File: src/hw/rtl/clcd_pkg.sv
// ----------------------------------------------------------------------------
// clcd_pkg
// Shared types, command codes and helpers for the character-LCD encoder.
// ----------------------------------------------------------------------------
package clcd_pkg;

   localparam int MAX_SHIFT  = 40;
   localparam int ResultCap  = 40;
   localparam int ShiftLimit = (MAX_SHIFT < ResultCap) ? MAX_SHIFT : ResultCap;

   localparam int NumBits    = 32;
   localparam int BcdDigits  = 10;
   localparam int BcdW       = 4 * BcdDigits;
   localparam int CntW       = 6;

   // request codes
   localparam logic [2:0] REQ_INIT        = 3'd0;
   localparam logic [2:0] REQ_CLEAR       = 3'd1;
   localparam logic [2:0] REQ_CHAR        = 3'd2;
   localparam logic [2:0] REQ_CURSOR      = 3'd3;
   localparam logic [2:0] REQ_SHIFT_LEFT  = 3'd4;
   localparam logic [2:0] REQ_SHIFT_RIGHT = 3'd5;
   localparam logic [2:0] REQ_NUMBER      = 3'd6;

   // register indexes
   localparam logic [1:0] CSR_TWO_LINES   = 2'd0;
   localparam logic [1:0] CSR_LARGE_FONT  = 2'd1;
   localparam logic [1:0] CSR_DISPLAY_ON  = 2'd2;
   localparam logic [1:0] CSR_CURSOR_MODE = 2'd3;

   // bus bytes
   localparam logic [7:0] CMD_FUNC_SET    = 8'h30;
   localparam logic [7:0] CMD_DISP_CTRL   = 8'h08;
   localparam logic [7:0] CMD_CLEAR       = 8'h01;
   localparam logic [7:0] CMD_SET_ADDR    = 8'h80;
   localparam logic [7:0] CMD_SHIFT_LEFT  = 8'h18;
   localparam logic [7:0] CMD_SHIFT_RIGHT = 8'h1C;
   localparam logic [7:0] CHAR_ZERO       = 8'h30;
   localparam logic [7:0] CHAR_MINUS      = 8'h2D;

   localparam logic RS_CMD  = 1'b0;
   localparam logic RS_DATA = 1'b1;

   typedef enum logic [3:0] {
      ST_IDLE,
      ST_INIT_FS,
      ST_INIT_DC,
      ST_INIT_CLR,
      ST_SINGLE,
      ST_SHIFT,
      ST_SIGN,
      ST_CONVERT,
      ST_DIGITS
   } state_type;

   // double-dabble correction: add 3 to every BCD digit of 5 or more
   function automatic logic [BcdW-1:0] bcd_adjust(input logic [BcdW-1:0] v);
      logic [BcdW-1:0] r;
      r = v;
      for (int i = 0; i < BcdDigits; i++) begin
         if (v[4*i +: 4] >= 4'd5) begin
            r[4*i +: 4] = v[4*i +: 4] + 4'd3;
         end
      end
      return r;
   endfunction

endpackage

File: src/hw/rtl/char_lcd_command_encoder.sv
// An accepted request sets the state; each beat is then held in the output register.
// Init gives three beats, shift requests one beat per shift; beats go one per cycle
// unless the output stalls. A number gives a minus beat if negative, is converted
// bit-serially to BCD, skips up to 9 leading zero digits, then gives one beat per digit.
// A new request is taken once the previous one has issued its last beat.
// Synchronous reset: idle, no beat pending, config registers at their defaults.
// ----------------------------------------------------------------------------
// char_lcd_command_encoder
// Expands one display request into HD44780 register-select/byte bus writes.
// ----------------------------------------------------------------------------
module char_lcd_command_encoder (
   input  logic        clock,
   input  logic        reset,

   input  logic        req_valid,
   output logic        req_stall,
   input  logic [2:0]  req_type,
   input  logic [7:0]  req_char_code,
   input  logic        req_row,
   input  logic [5:0]  req_column,
   input  logic [5:0]  req_shift_count,
   input  logic signed [31:0] req_number_value,

   output logic        rsp_valid,
   input  logic        rsp_stall,
   output logic        rsp_reg_select,
   output logic [7:0]  rsp_bus_byte,
   output logic        rsp_last,

   input  logic        csr_valid,
   output logic        csr_ready,
   input  logic [1:0]  csr_index,
   input  logic [1:0]  csr_wdata
);
   import clcd_pkg::*;

   state_type state_ff, state_in;

   logic            two_lines_ff, large_font_ff, display_on_ff;
   logic [1:0]      cursor_mode_ff;

   logic [7:0]      byte_ff, byte_in;
   logic            rs_ff, rs_in;
   logic [CntW-1:0] cnt_ff, cnt_in;
   logic [NumBits-1:0] bin_ff, bin_in;
   logic [BcdW-1:0] bcd_ff, bcd_in;
   logic            started_ff, started_in;

   logic            rsp_valid_ff;
   logic            rsp_rs_ff;
   logic [7:0]      rsp_byte_ff;
   logic            rsp_last_ff;

   logic            req_accept;
   logic            emit_valid, emit_rs, emit_last, emit_go;
   logic [7:0]      emit_byte;
   logic            digit_skip;
   logic [3:0]      digit;
   logic [CntW-1:0] shift_sat;
   logic [7:0]      fs_byte, dc_byte;
   logic [NumBits-1:0] num_mag;
   logic            num_neg;
   logic [BcdW-1:0] bcd_adj;

   assign req_stall  = (state_ff != ST_IDLE);
   assign req_accept = req_valid && !req_stall;
   assign csr_ready  = 1'b1;

   assign rsp_valid      = rsp_valid_ff;
   assign rsp_reg_select = rsp_rs_ff;
   assign rsp_bus_byte   = rsp_byte_ff;
   assign rsp_last       = rsp_last_ff;

   assign emit_go = emit_valid && (!rsp_valid_ff || !rsp_stall);

   assign fs_byte = CMD_FUNC_SET | {4'b0, two_lines_ff, large_font_ff, 2'b0};
   assign dc_byte = CMD_DISP_CTRL
                  | {5'b0, display_on_ff, (cursor_mode_ff != 2'd0), cursor_mode_ff[1]};

   assign shift_sat = (req_shift_count > CntW'(ShiftLimit)) ? CntW'(ShiftLimit)
                                                            : req_shift_count;
   assign num_neg   = req_number_value[NumBits-1];
   assign num_mag   = num_neg ? (NumBits'(0) - NumBits'(req_number_value))
                              : NumBits'(req_number_value);

   assign bcd_adj    = bcd_adjust(bcd_ff);
   assign digit      = bcd_ff[BcdW-1 -: 4];
   assign digit_skip = (state_ff == ST_DIGITS) && !started_ff && (digit == 4'd0)
                    && (cnt_ff != CntW'(BcdDigits - 1));

   // ---------------- config registers ----------------
   always_ff @(posedge clock) begin
      if (reset) begin
         two_lines_ff   <= 1'b1;
         large_font_ff  <= 1'b0;
         display_on_ff  <= 1'b1;
         cursor_mode_ff <= 2'd0;
      end else if (csr_valid && csr_ready) begin
         unique case (csr_index)
            CSR_TWO_LINES:   two_lines_ff   <= csr_wdata[0];
            CSR_LARGE_FONT:  large_font_ff  <= csr_wdata[0];
            CSR_DISPLAY_ON:  display_on_ff  <= csr_wdata[0];
            CSR_CURSOR_MODE: cursor_mode_ff <= csr_wdata;
            default:         ;
         endcase
      end
   end

   // ---------------- next state ----------------
   always_comb begin
      state_in = state_ff;
      unique case (state_ff)
         ST_IDLE: begin
            if (req_accept) begin
               unique case (req_type) inside
                  REQ_INIT:                          state_in = ST_INIT_FS;
                  REQ_CLEAR, REQ_CHAR, REQ_CURSOR:   state_in = ST_SINGLE;
                  REQ_SHIFT_LEFT, REQ_SHIFT_RIGHT:
                     state_in = (shift_sat == '0) ? ST_IDLE : ST_SHIFT;
                  REQ_NUMBER: state_in = num_neg ? ST_SIGN : ST_CONVERT;
                  default:    state_in = ST_IDLE;
               endcase
            end
         end
         ST_INIT_FS:  if (emit_go) state_in = ST_INIT_DC;
         ST_INIT_DC:  if (emit_go) state_in = ST_INIT_CLR;
         ST_INIT_CLR: if (emit_go) state_in = ST_IDLE;
         ST_SINGLE:   if (emit_go) state_in = ST_IDLE;
         ST_SHIFT:    if (emit_go && cnt_ff == CntW'(1)) state_in = ST_IDLE;
         ST_SIGN:     if (emit_go) state_in = ST_CONVERT;
         ST_CONVERT:  if (cnt_ff == CntW'(NumBits - 1)) state_in = ST_DIGITS;
         ST_DIGITS: begin
            if (emit_go && cnt_ff == CntW'(BcdDigits - 1)) state_in = ST_IDLE;
         end
         default:     state_in = ST_IDLE;
      endcase
   end

   // ---------------- beat outputs ----------------
   always_comb begin
      emit_valid = 1'b0;
      emit_rs    = RS_CMD;
      emit_byte  = byte_ff;
      emit_last  = 1'b0;
      unique case (state_ff)
         ST_IDLE: ;
         ST_INIT_FS: begin
            emit_valid = 1'b1;
            emit_byte  = fs_byte;
         end
         ST_INIT_DC: begin
            emit_valid = 1'b1;
            emit_byte  = dc_byte;
         end
         ST_INIT_CLR: begin
            emit_valid = 1'b1;
            emit_byte  = CMD_CLEAR;
            emit_last  = 1'b1;
         end
         ST_SINGLE: begin
            emit_valid = 1'b1;
            emit_rs    = rs_ff;
            emit_last  = 1'b1;
         end
         ST_SHIFT: begin
            emit_valid = 1'b1;
            emit_last  = (cnt_ff == CntW'(1));
         end
         ST_SIGN: begin
            emit_valid = 1'b1;
            emit_rs    = RS_DATA;
            emit_byte  = CHAR_MINUS;
         end
         ST_CONVERT: ;
         ST_DIGITS: begin
            emit_valid = !digit_skip;
            emit_rs    = RS_DATA;
            emit_byte  = CHAR_ZERO | {4'b0, digit};
            emit_last  = (cnt_ff == CntW'(BcdDigits - 1));
         end
         default: ;
      endcase
   end

   // ---------------- datapath ----------------
   always_comb begin
      byte_in    = byte_ff;
      rs_in      = rs_ff;
      cnt_in     = cnt_ff;
      bin_in     = bin_ff;
      bcd_in     = bcd_ff;
      started_in = started_ff;
      if (req_accept) begin
         rs_in      = RS_CMD;
         cnt_in     = '0;
         bin_in     = num_mag;
         bcd_in     = '0;
         started_in = 1'b0;
         case (req_type) inside
            REQ_CLEAR:  byte_in = CMD_CLEAR;
            REQ_CHAR: begin
               byte_in = req_char_code;
               rs_in   = RS_DATA;
            end
            REQ_CURSOR: byte_in = CMD_SET_ADDR | {1'b0, req_row, req_column};
            REQ_SHIFT_LEFT, REQ_SHIFT_RIGHT: begin
               byte_in = (req_type == REQ_SHIFT_LEFT) ? CMD_SHIFT_LEFT : CMD_SHIFT_RIGHT;
               cnt_in  = shift_sat;
            end
            default: ;
         endcase
      end else if (state_ff == ST_SHIFT && emit_go) begin
         cnt_in = cnt_ff - CntW'(1);
      end else if (state_ff == ST_CONVERT) begin
         bcd_in = {bcd_adj[BcdW-2:0], bin_ff[NumBits-1]};
         bin_in = {bin_ff[NumBits-2:0], 1'b0};
         cnt_in = (cnt_ff == CntW'(NumBits - 1)) ? '0 : cnt_ff + CntW'(1);
      end else if (state_ff == ST_DIGITS && (emit_go || digit_skip)) begin
         bcd_in     = {bcd_ff[BcdW-5:0], 4'b0};
         cnt_in     = cnt_ff + CntW'(1);
         started_in = started_ff || emit_go;
      end
   end

   always_ff @(posedge clock) begin
      if (reset) begin
         state_ff <= ST_IDLE;
      end else begin
         state_ff <= state_in;
      end
   end

   always_ff @(posedge clock) begin
      byte_ff    <= byte_in;
      rs_ff      <= rs_in;
      cnt_ff     <= cnt_in;
      bin_ff     <= bin_in;
      bcd_ff     <= bcd_in;
      started_ff <= started_in;
   end

   // ---------------- output register ----------------
   always_ff @(posedge clock) begin
      if (reset) begin
         rsp_valid_ff <= 1'b0;
      end else if (emit_go) begin
         rsp_valid_ff <= 1'b1;
      end else if (!rsp_stall) begin
         rsp_valid_ff <= 1'b0;
      end
   end

   always_ff @(posedge clock) begin
      if (emit_go) begin
         rsp_rs_ff   <= emit_rs;
         rsp_byte_ff <= emit_byte;
         rsp_last_ff <= emit_last;
      end
   end

   // ---------------- assertions ----------------
   a_number_entry: assert property (@(posedge clock) disable iff (reset)
      (req_accept && req_type == REQ_NUMBER)
      |=> (state_ff == ST_SIGN || state_ff == ST_CONVERT))
      else $error("number request did not enter sign or convert");

   a_convert_done: assert property (@(posedge clock) disable iff (reset)
      (state_ff == ST_CONVERT && cnt_ff == CntW'(NumBits - 1))
      |=> (state_ff == ST_DIGITS && cnt_ff == '0))
      else $error("conversion did not hand over to digit output");

   a_shift_count: assert property (@(posedge clock) disable iff (reset)
      (state_ff == ST_SHIFT)
      |-> (cnt_ff != '0 && cnt_ff <= CntW'(ShiftLimit)))
      else $error("shift count out of range");

   a_bcd_digit: assert property (@(posedge clock) disable iff (reset)
      (state_ff == ST_DIGITS) |-> (digit <= 4'd9))
      else $error("invalid BCD digit");

   a_last_digit: assert property (@(posedge clock) disable iff (reset)
      (emit_go && state_ff == ST_DIGITS && emit_last) |=> (state_ff == ST_IDLE))
      else $error("last digit beat did not end the request");

endmodule
File: config.mk
export PLATFORM = sky130hd
export DESIGN_NAME = char_lcd_command_encoder
export DESIGN_NICKNAME = d
export VERILOG_FILES = /design/src/hw/rtl/clcd_pkg.sv /design/src/hw/rtl/char_lcd_command_encoder.sv
export SDC_FILE = /design/constraint.sdc
export NUM_CORES = 1
export LEC_CHECK = 0
export ABC_AREA = 1
export BUFFER_PORTS_ARGS = -buffer_cell sky130_fd_sc_hd__buf_2
export CAP_MARGIN = 0
export CELL_PAD_IN_SITES_DETAIL_PLACEMENT = 1
export CELL_PAD_IN_SITES_GLOBAL_PLACEMENT = 1
export CORE_MARGIN = 2
export CORE_UTILIZATION = 47
export DETAILED_ROUTE_END_ITERATION = 8
export PLACE_DENSITY_LB_ADDON = 0.1
export SYNTH_ARGS = -nofsm -noshare
export SYNTH_HDL_FRONTEND = slang
export SYNTH_SLANG_ARGS = --single-unit
File: constraint.sdc
create_clock -name clock -period 5.5 [get_ports clock]
set_input_delay 1.65 -clock clock [delete_from_list [all_inputs] [get_ports clock]]
set_output_delay 1.65 -clock clock [all_outputs]
set_load 0.05 [all_outputs]
==> run summary <==
status: completed
via count of the first global-routing pass: 6329
final RePlAce weighted congestion: 0.842
Slew Viols, Final: 0
largest area contributor in the netlist: edfxtp_1
WS Path Type: primary input to flop
CTS tree: yes
endpoints failing setup: 0
multi-input combinational cell area: 3530 um2
Tmin final: 3.33 ns
RSZ-0062 raised after global routing: false
Site Rows: 44
Post-Syn Area per Cell: 7.35 um2
cells after synthesis: 936
GRT Total Usage: 0.226
GRT overflow: 0
first-pass GRT wire length: 29.8 mm
cts bufs inserted: 9
Slew headroom: 0.491
initial core utilization: 0.477
CP Launch Type: primary input
portion of netlist area occupied by mux cells: 0
via/cell ratio: 5.33
Die Y: 125 um
Post-synth top flop: edfxtp_1
f_max: 0.300 GHz
flops & latches, synth: 108
fillers: 1924
io pins: 78
Worst Tran Pin Value: 0.763 ns
Synth top area share: 0.249
Cell Pwr Density: 383 nW/um2
worst-skew pair later-pin latency: 0.35 ns
H-Tree Depth: 3
post-synthesis sequential area ratio: 0.397
synth unique cells: 47
synth top area cells: edfxtp_1 (25%), dfxtp_1 (15%), nand2_1 (11%)
DR iter-0 viols: 269
core area: 14400 um2
Critical Path End Type: flop
final clock skew: 0.00915 ns
Die X: 125 um
final instance area: 7610 um2
cts hold-fix bufs: 0
TNS Setup: 0 ns
max_cap viols: 0
root buf cell: clkbuf_16
clock sink total: 108
PortBufs: 76
FF+latch area: 2730 um2
Synth Area in Adders: 0.0455
largest family of logic cells by synthesized area: simple AND/OR/NAND/NOR gates
Post-synth EDFFs: 57
DP HPWL: 13.1 mm
pre-CTS WS: 1.76 ns
ys async rst share: 0
DP Area: 7350 um2
# nets final: 1085
pin count of the biggest net entering global routing: 59
xor and xnor area share after synthesis: 0.0458
Die ar.: 15600 um2
Clock transition at path regs: 0.07 ns
Worst Path Max Fanout: 49
Setup Buffers After CTS: 0
setup slack after layout: 2.17 ns
Area Overhead vs Synth: 10.7%
iteration count of the initial detailed-routing pass: 4
ANT nets after route: 0
Mapped Area: 6880 um2
n_diodes: 0
wire per inst: 14.6 um
arrival time at the worst endpoint: 3.33 ns
number of synthesis warnings: 0
Routed Wire Length: 17.3 mm
period utilization: 0.605
post-synthesis net count: 1026
CTS resizes: 0
simple-gate share of the synthesized area: 0.248
share of cells above drive strength 1: 0.113
Max clock buf depth: 2
DRC: 0
Lkg Pwr: 3.28 nW
WP data required: 5.50 ns
Final Hold Vio Count: 0
Vias: 6312
Synth Area in Compound Gates: 0.174
VDD IR max: 0.000211 V
antenna violations before repair: 0
worst min path class: flop to flop
[critical path, stage by stage]
cell and delay [ns]:
buf_2 0.08, nand2_1 0.12, nand2_1 0.10, nand2_1 0.06
inv_2 0.07, nand2_4 0.17, inv_2 0.63, nand3_1 0.43
[layer usage]
layer / GRT usage / part of all wire / vias to the layer above
met2: 0.395 / 0.49 / 70
li1: - / - / 3253
met1: 0.293 / 0.47 / 2972
met5: 0 / 0 / -
met3: 0.0432 / 0.025 / 17
met4: 0.0464 / 0.014 / 0
[registers in the layout, summed over array words and instances, names as in the netlist, 2 cells and up]
signal          flops
bcd_ff             40
bin_ff             32
byte_ff             8
rsp_bus_byte        8
cnt_ff              6
state_ff            4
cursor_mode_ff      2
[through the flow]
| step | total power (W) | cells | hold slack [ns] | utilization |
|---|---|---|---|---|
| 2_1_floorplan | 0.00206 | 936 | 0.420 | - |
| 3_3_place_gp | 0.00230 | 1168 | 0.441 | 0.509 |
| 3_5_place_dp | 0.00234 | 1168 | 0.447 | 0.509 |
| 4_1_cts | 0.00295 | 1184 | 0.459 | 0.528 |
| 5_1_grt | 0.00314 | 1184 | 0.492 | 0.528 |
| 6_report | 0.00292 | 1184 | 0.460 | 0.528 |
[final timing paths]
kind                      from                end  slack, ns  cells after the start
max                  rsp_stall          cnt_ff[5]       2.17                      8
min          cursor_mode_ff[0]  cursor_mode_ff[0]       0.46                      2
max reg2reg        state_ff[3]          cnt_ff[5]       2.35                      8
min reg2reg  cursor_mode_ff[0]  cursor_mode_ff[0]       0.46                      2
[cell usage in the layout (no fill, tap or decap), drive strengths merged]
cell      n
nand2   211
o21ai   130
inv     118
buf      79
nand3    78
nor2     74
edfxtp   57
dfxtp    51
a21oi    50
xor2     33
ha       25
nand4    16
a31oi    11
clkbuf    9
clkinv    8
nor3      7
o211ai    7
or2       6
o31ai     5
o22ai     4
xnor2     3
a22oi     3
nand3b    2
a221oi    2
o21a      2
o21bai    1
nor3b     1
a211oi    1
o221ai    1
nor4      1
a31o      1
a221o     1
o311ai    1
conb      1
[cells by family after synthesis]
kind of cell | Yosys count
adders and majority gates | 25
buffers and inverters | 150
DFF | 108
AOI/OAI and AO/OA | 220
and+or+nand+nor | 396
other | 1
xor gates and xnor gates | 36
[cell usage after synthesis, types with 7 or more instances]
cell,instances
a21oi_1,50
xor2_1,33
o211ai_1,7
nand2_1,209
nor3_1,7
buf_2,13
clkbuf_1,11
nor2_1,71
o21ai_0,117
edfxtp_1,57
nand3_1,76
a31oi_1,11
dfxtp_1,51
nand4_1,16
inv_1,111
ha_1,25
o21ai_1,12
[cell type report]
cell class	count	area share
Multi-Input combinational cell	678	0.464
Sequential cell	108	0.359
Inverter	119	0.0587
Timing Repair Buffer	79	0.0529
Tap cell	184	0.0302
Clock buffer	9	0.0296
Clock inverter	7	0.00559
[where the power goes]
| group | total (W) | switching, W | internal (W) |
|---|---|---|---|
| logic | 0.00110 | 0.000795 | 0.000301 |
| clock network | 0.000602 | 0.000296 | 0.000305 |
| registers | 0.00122 | 0.0000871 | 0.00113 |
(Power assumes the default switching activity.)
